--- src/rtl/c8_pkg.sv ---
`timescale 1ns / 1ps
package c8_pkg;

  // memory and display geometry
  localparam int MEM_DEPTH   = 4096;
  localparam int ADDR_W      = $clog2(MEM_DEPTH);
  localparam int SCREEN_W    = 64;
  localparam int SCREEN_H    = 32;
  localparam int COL_W       = $clog2(SCREEN_W);
  localparam int ROW_W       = $clog2(SCREEN_H);
  localparam int PIXELS      = SCREEN_W * SCREEN_H;
  localparam int STACK_DEPTH = 16;
  localparam int STK_W       = $clog2(STACK_DEPTH);
  localparam int SP_W        = STK_W + 1;

  localparam logic [ADDR_W-1:0] FONT_BASE = 12'h050;
  localparam logic [ADDR_W-1:0] PC_START  = 12'h200;
  localparam int FONT_BYTES = 80;

  // item kinds
  localparam logic [1:0] FUNC_EXEC  = 2'd0;
  localparam logic [1:0] FUNC_TICK  = 2'd1;
  localparam logic [1:0] FUNC_WRITE = 2'd2;
  localparam logic [1:0] FUNC_PIXEL = 2'd3;

  // result status codes
  localparam logic [1:0] ST_OK     = 2'd0;
  localparam logic [1:0] ST_BAD_OP = 2'd1;
  localparam logic [1:0] ST_STACK  = 2'd2;

  // major opcodes
  localparam logic [3:0] OP_SYS  = 4'h0;
  localparam logic [3:0] OP_JP   = 4'h1;
  localparam logic [3:0] OP_CALL = 4'h2;
  localparam logic [3:0] OP_SEI  = 4'h3;
  localparam logic [3:0] OP_SNEI = 4'h4;
  localparam logic [3:0] OP_SER  = 4'h5;
  localparam logic [3:0] OP_LDI  = 4'h6;
  localparam logic [3:0] OP_ADDI = 4'h7;
  localparam logic [3:0] OP_ALU  = 4'h8;
  localparam logic [3:0] OP_SNER = 4'h9;
  localparam logic [3:0] OP_LDX  = 4'hA;
  localparam logic [3:0] OP_JPV  = 4'hB;
  localparam logic [3:0] OP_RND  = 4'hC;
  localparam logic [3:0] OP_DRW  = 4'hD;
  localparam logic [3:0] OP_KEY  = 4'hE;
  localparam logic [3:0] OP_MISC = 4'hF;

  localparam logic [11:0] NNN_CLS = 12'h0E0;
  localparam logic [11:0] NNN_RET = 12'h0EE;

  // alu sub-opcodes
  localparam logic [3:0] ALU_MOV  = 4'h0;
  localparam logic [3:0] ALU_OR   = 4'h1;
  localparam logic [3:0] ALU_AND  = 4'h2;
  localparam logic [3:0] ALU_XOR  = 4'h3;
  localparam logic [3:0] ALU_ADD  = 4'h4;
  localparam logic [3:0] ALU_SUB  = 4'h5;
  localparam logic [3:0] ALU_SHR  = 4'h6;
  localparam logic [3:0] ALU_SUBN = 4'h7;
  localparam logic [3:0] ALU_SHL  = 4'hE;

  // misc sub-opcodes
  localparam logic [7:0] F_GDT  = 8'h07;
  localparam logic [7:0] F_KEY  = 8'h0A;
  localparam logic [7:0] F_SDT  = 8'h15;
  localparam logic [7:0] F_SST  = 8'h18;
  localparam logic [7:0] F_ADDI = 8'h1E;
  localparam logic [7:0] F_FONT = 8'h29;
  localparam logic [7:0] F_BCD  = 8'h33;
  localparam logic [7:0] F_STR  = 8'h55;
  localparam logic [7:0] F_LDR  = 8'h65;

  localparam logic [3:0] REG_F = 4'hF;

  localparam logic [7:0] FONT [FONT_BYTES] = '{
    8'hF0, 8'h90, 8'h90, 8'h90, 8'hF0, 8'h20, 8'h60, 8'h20, 8'h20, 8'h70,
    8'hF0, 8'h10, 8'hF0, 8'h80, 8'hF0, 8'hF0, 8'h10, 8'hF0, 8'h10, 8'hF0,
    8'h90, 8'h90, 8'hF0, 8'h10, 8'h10, 8'hF0, 8'h80, 8'hF0, 8'h10, 8'hF0,
    8'hF0, 8'h80, 8'hF0, 8'h90, 8'hF0, 8'hF0, 8'h10, 8'h20, 8'h40, 8'h40,
    8'hF0, 8'h90, 8'hF0, 8'h90, 8'hF0, 8'hF0, 8'h90, 8'hF0, 8'h10, 8'hF0,
    8'hF0, 8'h90, 8'hF0, 8'h90, 8'h90, 8'hE0, 8'h90, 8'hE0, 8'h90, 8'hE0,
    8'hF0, 8'h80, 8'h80, 8'h80, 8'hF0, 8'hE0, 8'h90, 8'h90, 8'h90, 8'hE0,
    8'hF0, 8'h80, 8'hF0, 8'h80, 8'hF0, 8'hF0, 8'h80, 8'hF0, 8'h80, 8'h80
  };

  // main memory port request
  typedef struct packed {
    logic              en;
    logic              we;
    logic [ADDR_W-1:0] addr;
    logic [7:0]        wdata;
  } mem_req_t;

  // display row port request
  typedef struct packed {
    logic                rd;
    logic                we;
    logic                clr;
    logic [ROW_W-1:0]    row;
    logic [SCREEN_W-1:0] wdata;
  } disp_req_t;

  // register file request
  typedef struct packed {
    logic       rd;
    logic [3:0] ra;
    logic [3:0] rb;
    logic       we;
    logic [3:0] wa;
    logic [7:0] wd;
  } vreg_req_t;

  // reset contents of one memory byte
  function automatic logic [7:0] init_byte(input logic [ADDR_W-1:0] a);
    logic [ADDR_W-1:0] off;
    off = a - FONT_BASE;
    if (a >= FONT_BASE && off < ADDR_W'(FONT_BYTES)) return FONT[off[6:0]];
    return 8'h00;
  endfunction

  // decimal digits of a byte by reciprocal multiply: {hundreds, tens, ones}
  function automatic logic [11:0] bcd_digits(input logic [7:0] v);
    logic [13:0] ph;
    logic [15:0] pt;
    logic [1:0]  h;
    logic [4:0]  q;
    logic [3:0]  t;
    logic [3:0]  o;
    ph = 14'(v) * 14'd41;
    pt = 16'(v) * 16'd205;
    h  = ph[13:12];
    q  = pt[15:11];
    t  = 4'(q - 5'(h) * 5'd10);
    o  = 4'(v - 8'(q) * 8'd10);
    return {2'b00, h, t, o};
  endfunction

endpackage

--- src/rtl/c8_disp_mem.sv ---
`timescale 1ns / 1ps
module c8_disp_mem (
  input  logic                        clk,
  input  logic                        rst,
  input  c8_pkg::disp_req_t           req,
  output logic [c8_pkg::SCREEN_W-1:0] rdata
);

  logic [c8_pkg::SCREEN_W-1:0] rows [c8_pkg::SCREEN_H];
  logic [c8_pkg::SCREEN_H-1:0] row_ok;
  logic [c8_pkg::SCREEN_W-1:0] rraw;
  logic                        rvalid;

  // row storage, one row read or written per cycle
  always_ff @(posedge clk) begin
    if (req.we) rows[req.row] <= req.wdata;
    if (req.rd) rraw <= rows[req.row];
  end

  // row valid bits; a row never written since a clear reads as blank
  always_ff @(posedge clk) begin
    if (rst) begin
      row_ok <= '0;
      rvalid <= 1'b0;
    end else begin
      if (req.rd) rvalid <= row_ok[req.row];
      if (req.clr) row_ok <= '0;
      else if (req.we) row_ok[req.row] <= 1'b1;
    end
  end

  assign rdata = rvalid ? rraw : '0;

endmodule

--- config.mk ---
export PLATFORM = sky130hd
export DESIGN_NAME = c8_disp_mem
export DESIGN_NICKNAME = d
export VERILOG_FILES = /design/src/rtl/c8_pkg.sv /design/src/rtl/c8_disp_mem.sv
export SDC_FILE = /design/constraint.sdc
export NUM_CORES = 2
export LEC_CHECK = 0
export ABC_CLOCK_PERIOD_IN_PS = 7300
export BUFFER_PORTS_ARGS = -buffer_cell sky130_fd_sc_hd__clkbuf_2
export CORE_ASPECT_RATIO = 0.75
export CORE_MARGIN = 5
export CORE_UTILIZATION = 51
export DETAILED_ROUTE_END_ITERATION = 10
export PLACE_DENSITY_LB_ADDON = 0.25
export SETUP_SLACK_MARGIN = 0.4
export SLEW_MARGIN = 20
export SYNTH_ARGS = -nofsm -noshare
export SYNTH_HDL_FRONTEND = slang
export SYNTH_SLANG_ARGS = --single-unit
--- constraint.sdc ---
create_clock -name clk -period 7.3 [get_ports clk]
set_clock_uncertainty 0.15 [all_clocks]
set_input_delay 1.46 -clock clk [delete_from_list [all_inputs] [get_ports clk]]
set_output_delay 1.46 -clock clk [all_outputs]
set_load 0.02 [all_outputs]
==> metrics.md <==
| Metric | Value |
|---|---|
| Outcome | complete, no violations |
| Compound-Gate Fraction of Synth Area | 0.02772 |
| Largest net degree at the start of global routing | 123 |
| First-pass GRT wire length | 284,600 microns |
| DRT Wirelength | 202,400 microns |
| Slew Limit Fails | 0 |
| Pwr/cell area | 274.2 nW/um^2 |
| Measured slew at the worst slew-check pin | 1.156 ns |
| Post-synthesis xor/xnor area fraction | 0 |
| CTS resizes | 0 |
| WP data required | 7.59 ns |
| 1st-iter DRT viols | 5,035 |
| Post-CTS setup buffer count | 0 |
| Min-Delay Path Class | flip-flop to flip-flop |
| CTS H-Tree Depth | 4 |
| CTS max path bufs | 3 |
| Syn Inst Count | 3,337 |
| Tcrit/Tclk final | 0.5743 |
| GPL Wtd Cong | 0.7298 |
| Sink Count | 2,145 |
| Antenna-violating nets left | 0 |
| Synth Net Count | 3,411 |
| Place WS | 2.341 ns |
| Slew HR | 0.2274 |
| #FFs+latches synth | 2,145 |
| Final net count | 3,649 |
| Yosys warnings | 0 |
| Setup WS post-layout | 3.108 ns |
| CP Max Fanout | 76 |
| Crit path time final | 4.192 ns |
| Row count | 125 |
| All-Layer GR Usage | 0.2447 |
| Drt via density | 6.513 |
| DR pass1 iterations | 7 |
| Sequential area share after synthesis | 0.8011 |
| Setup Crit Path Kind | primary input to flip-flop |
| P_leak | 27.74 nW |
| Worst skew pair latency | 0.83 ns |
| Synthesized-area fraction occupied by and/or/nand/nor cells | 0.01364 |
| WL/cell | 34.67 microns |
| DP Wirelength | 97,120 microns |
| Arr. time, crit path | 4.48 ns |
| Largest family of logic cells by synthesized area | multiplexers |
| Post-synth EDFFs | 2,112 |
| CTS root buf | clkbuf_16 |
| Maximum VDD drop | 0.0002882 V |
| Die W | 467.3 microns |
| IO Pins | 138 |
| Total Die Area | 164,900 sq um |
| Mux contribution to synthesized area | 0.1463 |
| Max-cap violations | 0 |
| Via count | 38.02k |
| CTS tree | built |
| Fmax | 0.2385 GHz |
| Crit end category | flip-flop |
| Core ar. | 155,500 sq um |
| Via count of the first global-routing pass | 37.87k |
| Initial core utilization | 0.5145 |
| Crit path launch type | primary input |
| Initial antenna violation count | 16 |
| Layout cell share with drive strength beyond 1 | 0.2866 |
| # hold bufs at CTS | 0 |
| Num CTS Buffers | 190 |
| Final hold violation count | 0 |
| Synthesis-to-finish area growth | 12.29% |
| Netlist Area Pre-Place | 79,990 sq um |
| Main flop type after synthesis | edfxtp_1 |
| CTS clk-pin slew, worst paths | 0.06 ns |
| IO buf count | 137 |
| GR Overflow Total | 0 |
| Ys async rst share | 0 |
| RSZ-0062 raised after global routing | no |
| DRC errors left | 0 |
| Post-Syn Area per Cell | 23.97 sq um |
| Setup TNS | 0 ns |
| Final setup viols | 0 |
| Die Y | 353.0 microns |
| Cell variety after synth | 30 |
| Synth Area in Adders | 0 |
where the power goes:
| group | switching, W | internal, W | leakage (nW) | total [W] |
|---|---|---|---|---|
| clock | 0.00440 | 0.00541 | 2.98 | 0.00981 |
| combinational | 0.000655 | 0.000390 | 5.40 | 0.00105 |
| sequential | 0.0000618 | 0.0137 | 19.4 | 0.0138 |
| total | 0.00512 | 0.0195 | 27.7 | 0.0246 |
layout make-up:
type	count	area [sq um]
diodes	8	20.02
clock buffers	231	4996
clock inverters	120	1042
fillers	11090	65640
multi-input cells	1005	15300
flip-flops and latches	2145	64090
well taps	2095	2621
repair buffers	233	1754
routing by layer:
metal  global-route usage  wire length [microns]  part of all wire
met2               0.3802                  96680              0.48
met1               0.3589                  81670              0.40
met3              0.05517                  19600             0.097
met4              0.06034                   4387             0.022
met5                    0                     57           0.00028
path summary, 6_finish.rpt:
check	startpoint	to	slack, ns	cells after the start
hold reg to reg	row_ok[10]	row_ok[10]	0.31	1
setup reg to reg	rows[30][16]	rraw[16]	5.41	3
setup / recovery	req[65]	rows[26][22]	3.11	4
hold / removal	row_ok[10]	row_ok[10]	0.31	1
critical path: stages:
cell and delay (ns):
buf_8 0.47, nand3b_1 0.78, nor2_4 1.03, buf_4 0.59
state kept, by name (all words and copies together), names as in the netlist:
name    cells
row_ok     32
rraw       64
rows     2048
rvalid      1
cells in the final DEF (no fill, tap or decap), types with 34 or more instances in the layout:
cell type  Yosys  final
edfxtp_1    2112   2112
mux4_2       517    517
a22oi_1      256    256
clkbuf_16      0    194
clkbuf_2       0    136
buf_4         30     71
nand4_1       64     64
and2_1        64     64
clkinv_2       0     49
clkinv_1       0     41
clkbuf_1     101     35
nor2_4         0     34
cell families (layout without fill, tap and decap cells):
logic type / count (synthesis) / count (layout)
simple gates: 187 / 187
compound gates: 295 / 295
other cells: 0 / 8
mux: 523 / 523
flops: 2145 / 2145
buf+inv: 187 / 584
cell usage after synthesis, types with 2 or more instances:
cell type,n,area (sq um)
edfxtp_1,2112,63420
mux4_2,517,11640
a22oi_1,256,1922
clkbuf_1,101,379.1
and2_1,64,400.4
nand4_1,64,400.4
buf_2,47,235.2
nor2_1,36,135.1
dfxtp_1,33,660.6
o21a_1,32,240.2
buf_4,30,225.2
buf_1,6,22.52
mux2i_1,6,60.06
nand3b_1,6,45.04
buf_6,3,33.78
nand2_1,3,11.26
nand3_1,3,15.01
nor3b_1,3,22.52
or3b_2,3,26.28
and3b_1,2,17.52
through the flow:
stage | power [W] | area, sq um | instances | hold slack, ns | util
6_report | 0.02463 | 89820 | 5837 | 0.3126 | 0.5778
5_1_grt | 0.02540 | 89800 | 5831 | 0.3353 | 0.5777
4_1_cts | 0.02479 | 89780 | 5828 | 0.3146 | 0.5775
3_5_place_dp | 0.01509 | 83740 | 5477 | 0.2997 | 0.5387
3_3_place_gp | 0.01508 | 83740 | 5477 | 0.2920 | 0.5386
2_1_floorplan | 0.01463 | 79990 | 3337 | 0.2854 | -
No activity file was read; power rests on OpenSTA's default activity.
