<file path="src/rtl/c8_pkg.sv">
`timescale 1ns / 1ps
package c8_pkg;

  // memory and display geometry
  localparam int MEM_DEPTH   = 4096;
  localparam int ADDR_W      = $clog2(MEM_DEPTH);
  localparam int SCREEN_W    = 64;
  localparam int SCREEN_H    = 32;
  localparam int COL_W       = $clog2(SCREEN_W);
  localparam int ROW_W       = $clog2(SCREEN_H);
  localparam int PIXELS      = SCREEN_W * SCREEN_H;
  localparam int STACK_DEPTH = 16;
  localparam int STK_W       = $clog2(STACK_DEPTH);
  localparam int SP_W        = STK_W + 1;

  localparam logic [ADDR_W-1:0] FONT_BASE = 12'h050;
  localparam logic [ADDR_W-1:0] PC_START  = 12'h200;
  localparam int FONT_BYTES = 80;

  // item kinds
  localparam logic [1:0] FUNC_EXEC  = 2'd0;
  localparam logic [1:0] FUNC_TICK  = 2'd1;
  localparam logic [1:0] FUNC_WRITE = 2'd2;
  localparam logic [1:0] FUNC_PIXEL = 2'd3;

  // result status codes
  localparam logic [1:0] ST_OK     = 2'd0;
  localparam logic [1:0] ST_BAD_OP = 2'd1;
  localparam logic [1:0] ST_STACK  = 2'd2;

  // major opcodes
  localparam logic [3:0] OP_SYS  = 4'h0;
  localparam logic [3:0] OP_JP   = 4'h1;
  localparam logic [3:0] OP_CALL = 4'h2;
  localparam logic [3:0] OP_SEI  = 4'h3;
  localparam logic [3:0] OP_SNEI = 4'h4;
  localparam logic [3:0] OP_SER  = 4'h5;
  localparam logic [3:0] OP_LDI  = 4'h6;
  localparam logic [3:0] OP_ADDI = 4'h7;
  localparam logic [3:0] OP_ALU  = 4'h8;
  localparam logic [3:0] OP_SNER = 4'h9;
  localparam logic [3:0] OP_LDX  = 4'hA;
  localparam logic [3:0] OP_JPV  = 4'hB;
  localparam logic [3:0] OP_RND  = 4'hC;
  localparam logic [3:0] OP_DRW  = 4'hD;
  localparam logic [3:0] OP_KEY  = 4'hE;
  localparam logic [3:0] OP_MISC = 4'hF;

  localparam logic [11:0] NNN_CLS = 12'h0E0;
  localparam logic [11:0] NNN_RET = 12'h0EE;

  // alu sub-opcodes
  localparam logic [3:0] ALU_MOV  = 4'h0;
  localparam logic [3:0] ALU_OR   = 4'h1;
  localparam logic [3:0] ALU_AND  = 4'h2;
  localparam logic [3:0] ALU_XOR  = 4'h3;
  localparam logic [3:0] ALU_ADD  = 4'h4;
  localparam logic [3:0] ALU_SUB  = 4'h5;
  localparam logic [3:0] ALU_SHR  = 4'h6;
  localparam logic [3:0] ALU_SUBN = 4'h7;
  localparam logic [3:0] ALU_SHL  = 4'hE;

  // misc sub-opcodes
  localparam logic [7:0] F_GDT  = 8'h07;
  localparam logic [7:0] F_KEY  = 8'h0A;
  localparam logic [7:0] F_SDT  = 8'h15;
  localparam logic [7:0] F_SST  = 8'h18;
  localparam logic [7:0] F_ADDI = 8'h1E;
  localparam logic [7:0] F_FONT = 8'h29;
  localparam logic [7:0] F_BCD  = 8'h33;
  localparam logic [7:0] F_STR  = 8'h55;
  localparam logic [7:0] F_LDR  = 8'h65;

  localparam logic [3:0] REG_F = 4'hF;

  localparam logic [7:0] FONT [FONT_BYTES] = '{
    8'hF0, 8'h90, 8'h90, 8'h90, 8'hF0, 8'h20, 8'h60, 8'h20, 8'h20, 8'h70,
    8'hF0, 8'h10, 8'hF0, 8'h80, 8'hF0, 8'hF0, 8'h10, 8'hF0, 8'h10, 8'hF0,
    8'h90, 8'h90, 8'hF0, 8'h10, 8'h10, 8'hF0, 8'h80, 8'hF0, 8'h10, 8'hF0,
    8'hF0, 8'h80, 8'hF0, 8'h90, 8'hF0, 8'hF0, 8'h10, 8'h20, 8'h40, 8'h40,
    8'hF0, 8'h90, 8'hF0, 8'h90, 8'hF0, 8'hF0, 8'h90, 8'hF0, 8'h10, 8'hF0,
    8'hF0, 8'h90, 8'hF0, 8'h90, 8'h90, 8'hE0, 8'h90, 8'hE0, 8'h90, 8'hE0,
    8'hF0, 8'h80, 8'h80, 8'h80, 8'hF0, 8'hE0, 8'h90, 8'h90, 8'h90, 8'hE0,
    8'hF0, 8'h80, 8'hF0, 8'h80, 8'hF0, 8'hF0, 8'h80, 8'hF0, 8'h80, 8'h80
  };

  // main memory port request
  typedef struct packed {
    logic              en;
    logic              we;
    logic [ADDR_W-1:0] addr;
    logic [7:0]        wdata;
  } mem_req_t;

  // display row port request
  typedef struct packed {
    logic                rd;
    logic                we;
    logic                clr;
    logic [ROW_W-1:0]    row;
    logic [SCREEN_W-1:0] wdata;
  } disp_req_t;

  // register file request
  typedef struct packed {
    logic       rd;
    logic [3:0] ra;
    logic [3:0] rb;
    logic       we;
    logic [3:0] wa;
    logic [7:0] wd;
  } vreg_req_t;

  // reset contents of one memory byte
  function automatic logic [7:0] init_byte(input logic [ADDR_W-1:0] a);
    logic [ADDR_W-1:0] off;
    off = a - FONT_BASE;
    if (a >= FONT_BASE && off < ADDR_W'(FONT_BYTES)) return FONT[off[6:0]];
    return 8'h00;
  endfunction

  // decimal digits of a byte by reciprocal multiply: {hundreds, tens, ones}
  function automatic logic [11:0] bcd_digits(input logic [7:0] v);
    logic [13:0] ph;
    logic [15:0] pt;
    logic [1:0]  h;
    logic [4:0]  q;
    logic [3:0]  t;
    logic [3:0]  o;
    ph = 14'(v) * 14'd41;
    pt = 16'(v) * 16'd205;
    h  = ph[13:12];
    q  = pt[15:11];
    t  = 4'(q - 5'(h) * 5'd10);
    o  = 4'(v - 8'(q) * 8'd10);
    return {2'b00, h, t, o};
  endfunction

endpackage

</file>
<file path="src/rtl/c8_vfile.sv">
`timescale 1ns / 1ps
module c8_vfile (
  input  logic              clk,
  input  logic              rst,
  input  c8_pkg::vreg_req_t req,
  output logic [7:0]        rdata_a,
  output logic [7:0]        rdata_b
);

  logic [7:0]  regs [16];
  logic [15:0] ok;
  logic [7:0]  raw_a;
  logic [7:0]  raw_b;
  logic        ok_a;
  logic        ok_b;

  // one write, two registered reads
  always_ff @(posedge clk) begin
    if (req.we) regs[req.wa] <= req.wd;
    if (req.rd) begin
      raw_a <= regs[req.ra];
      raw_b <= regs[req.rb];
    end
  end

  // valid bits stand for the zero reset value
  always_ff @(posedge clk) begin
    if (rst) begin
      ok   <= '0;
      ok_a <= 1'b0;
      ok_b <= 1'b0;
    end else begin
      if (req.we) ok[req.wa] <= 1'b1;
      if (req.rd) begin
        ok_a <= ok[req.ra];
        ok_b <= ok[req.rb];
      end
    end
  end

  assign rdata_a = ok_a ? raw_a : 8'h00;
  assign rdata_b = ok_b ? raw_b : 8'h00;

endmodule

</file>
<file path="config.mk">
export PLATFORM = sky130hd
export DESIGN_NAME = c8_vfile
export DESIGN_NICKNAME = d
export VERILOG_FILES = /design/src/rtl/c8_pkg.sv /design/src/rtl/c8_vfile.sv
export SDC_FILE = /design/constraint.sdc
export NUM_CORES = 1
export LEC_CHECK = 0
export ABC_AREA = 1
export BUFFER_PORTS_ARGS = -buffer_cell sky130_fd_sc_hd__buf_2
export CAP_MARGIN = 40
export CORE_MARGIN = 1
export CORE_UTILIZATION = 45
export DETAILED_ROUTE_END_ITERATION = 7
export PLACE_DENSITY = 0.6
export SLEW_MARGIN = 40
export SYNTH_ARGS = -nofsm -noshare
export SYNTH_HDL_FRONTEND = slang
export SYNTH_SLANG_ARGS = --single-unit
export TNS_END_PERCENT = 1
</file>
<file path="constraint.sdc">
create_clock -name clk -period 2.1 [get_ports clk]
set_input_delay 0 -clock clk [delete_from_list [all_inputs] [get_ports clk]]
set_output_delay 0 -clock clk [all_outputs]
set_load 0.05 [all_outputs]
</file>
==> summary.md <==
The flow ran to the end, and the final reports show no timing, DRC or antenna violations. The run gives 0 as the total count of max-transition violations in the final report. The type of the most critical hold path was input pin to register. For this design, the slowest cell found on the critical path is dfxtp_1. Once detailed placement completed, the half-perimeter wirelength came to 13600 µm. Number of buffers inserted to repair setup after CTS: 0. The tools report the hold-fix buffer count after cts as 9.

The wire length of the first global-routing pass was 33300 µm; the via count normalized by instance count was 5.63. The worst setup path is of the register to output pin kind. The initial detailed-routing violation count is 722, and the cell row count is 48. The post-detailed-route DRC marker count is 0. In the final design database the tool counted 891 nets. The tree is rooted in a clkbuf_16.

Summing the areas of all compound-gate instances in the mapped netlist gives 15.9% of the synthesized area. Hold violation total from the final report: 0. The area growth from synthesis to layout is 13.0%. Including well taps, the total number of placed cells is 1064. The final layout contains routed wiring with a total length of 21000 µm.

The full die area was 18500 µm²; the overall via count from detail_route was 6224. Gates resized during post-CTS repair numbered 0. Traced cell by cell, the critical path runs through nand2_1, inv_1, buf_2. Total CTS buffers: 17. After the flow finishes, the layout carries non-filler instances totaling 1105. Headroom to the max-slew limit came out at 56.5%. The kind of start point of the critical path was a register. In this run the static leakage power is 3.62 nW.

Along the worst path, the maximum fanout reaches 9. The clock-pin slew on the worst setup and hold paths is 0.06 ns, and the count of TritonRoute iterations in the first routing pass is 5. Yosys printed 0 warnings. The logs give 5960 for the via count of the first global-routing pass and 17400 µm² for the core outline area. For the synthesized net count, the log shows 852. The clock passes through at most 2 buffers.

Fraction of registers with async set or reset after synthesis: 0%. The portion of synthesized area spent on multiplexers is 0%. The number of antenna diodes in the final layout is 0. From left edge to right edge, the die measures 136 µm.

For the worst setup path, the data arrival time is 1.35 ns. The worst path in the final design needs a cycle of 1.35 ns, including I/O delays and setup. Summing the areas of all xor and xnor instances in the mapped netlist gives 0% of the synthesized area. The netlist uses 20 different library cells. The cell taking the most area after synthesis is edfxtp_1.

TritonCTS built the clock tree. Summed over its instances, the top area cell type makes up 53.6% of the synthesized netlist area. Across the run, the number of max-cap violations was 0. The logs give 8070 µm² for the area of the mapped netlist and 0 for the initial antenna violation count. The die height came out at 136 µm.

The congestion estimate from routability-driven global placement came to 0.834. In this run, synthesis inferred 144 flip-flops with an integrated enable. The most used flip-flop cell after synthesis is edfxtp_1. The tools report the highest clock frequency the design can meet as 0.741 GHz.

Yosys attributes the largest share of cell area to edfxtp_1, nand3_1, nand2_1, o211ai_2, dfxtp_1. The clock insertion delay at the later pin of the skew report is 0.43 ns. The run gives 58.1% as the proportion of synthesized chip area in sequential cells. The synthesized netlist devotes 0% of its cell area to adder and majority cells. The post-synthesis sequential element count was 162. The tools report the critical path endpoint category as an output pin. The I/O pin count is 40, and the starting utilization of the core area is 46.3%. The tools report the number of setup violations in the final report as 0.

The area fraction in and, or, nand and nor cells after synthesis works out to 16.7%. After routing, the total negative slack on setup checks comes to 0 ns. VDD sags by at most 587 µV.

The largest family of logic cells by synthesized area is simple AND/OR/NAND/NOR gates. For this run, the slowest stage of the critical path takes 0.51 ns. Mean area per synthesized cell: 9.74 µm². For the pin with the worst max-slew slack, the measured transition is 0.652 ns. Entering global routing, the biggest net connects 70 pins.

The logs give 828 for the number of instances in the synthesized netlist and 24.7% for the global routing usage summed across all routing layers. Share of the clock period used by the worst path after layout: 64.2%. Buffers placed on the I/O ports in this run total 39.

The clock drives 162 sinks. Summed over all layers, the global routing overflow is 0. For the required time of the critical path, the log shows 2.10 ns. The wire length per cell after detailed routing is 19.0 µm, and the count of nets left with antenna violations after detail routing is 0.

The setup skew after layout was 0.00897 ns. The share of final-layout standard cells stronger than drive strength 1 came out at 14.4%. Cells fill 52.3% of the core in the end. Setup repair after global routing left no endpoint under its margin.

The depth of the CTS H-tree is 4. Power spread over the standard cell area amounts to 827 nW/µm².
[Yosys cell counts, types with 8 or more instances]
library cell	number
a21oi_1	64
buf_2	23
buf_4	10
buf_6	12
clkbuf_1	10
dfxtp_1	18
edfxtp_1	144
inv_1	94
nand2_1	140
nand3_1	124
nor2_1	50
o211ai_1	35
o211ai_2	29
o21ai_0	56
o21ai_1	8
[final timing paths]
| path | slack, ns | endpoint | from | cells after the start |
|---|---|---|---|---|
| min reg2reg | 0.50 | ok[10] | ok[10] | 2 |
| min | 0.07 | raw_a[2] | req[21] | 1 |
| max reg2reg | 0.82 | raw_b[6] | regs[3][6] | 6 |
| max | 0.75 | rdata_a[4] | ok_a | 3 |
[sequential cells by signal, indices dropped and copies added, names as in the netlist]
register / count
ok_a: 1
ok: 16
raw_b: 8
raw_a: 8
regs: 128
ok_b: 1
[per-stage QoR]
stage          instance area (µm²)  worst slack (ns)  power [mW]  hold WS, ns
2_1_floorplan                 8070              1.04        4.21       0.0989
3_3_place_gp                  8430             0.450        4.41        0.381
3_5_place_dp                  8430             0.369        4.43        0.397
4_1_cts                       9120             0.736        7.58       0.0731
5_1_grt                       9120             0.572        7.81       0.0722
6_report                      9120             0.751        7.54       0.0665
[routing by layer]
layer | part of all wire (%) | GRT usage (%) | wire length, µm | vias to the layer above
met5 | 0 | 0 | 0 | -
met4 | 2.2 | 10.1 | 455 | 0
met3 | 7.9 | 5.03 | 1660 | 39
met2 | 45 | 37.1 | 9430 | 296
met1 | 45 | 34.8 | 9490 | 2926
li1 | - | - | - | 2963
[report_power, final]
group          internal [mW]  switching (mW)  total (mW)
Sequential              3.60          0.0431        3.65
Combinational          0.224           0.514       0.738
Clock                   1.94            1.22        3.16
[cell families after synthesis]
group | after synthesis
flops | 162
buf+inv | 156
simple gates | 316
compound gates | 194
[critical path, delay by kind of cell, from the launching register on]
| family | cells | cell delay, ns |
|---|---|---|
| buffers and inverters | 2 | 0.32 |
| AND/OR/NAND/NOR | 1 | 0.09 |
| flip-flops | 1 | 0.51 |
[cells in the final DEF (no fill, tap or decap), types with 35 or more instances in the layout]
cell      instances
inv_1            94
o211ai_1         35
buf_2            37
nand3_1         124
nand2_1         140
edfxtp_1        144
a21oi_1          64
nor2_1           50
o21ai_0          56
[final cells by class]
cell class / instances / area, µm²
clock inverter: 8 / 129
tap: 225 / 282
multi-input combinational: 510 / 2630
inverter: 98 / 368
clock buffer: 24 / 472
sequential: 162 / 4680
timing repair buffer: 78 / 553
fill: 1555 / 8300
Power figures use the tool's default switching activity.
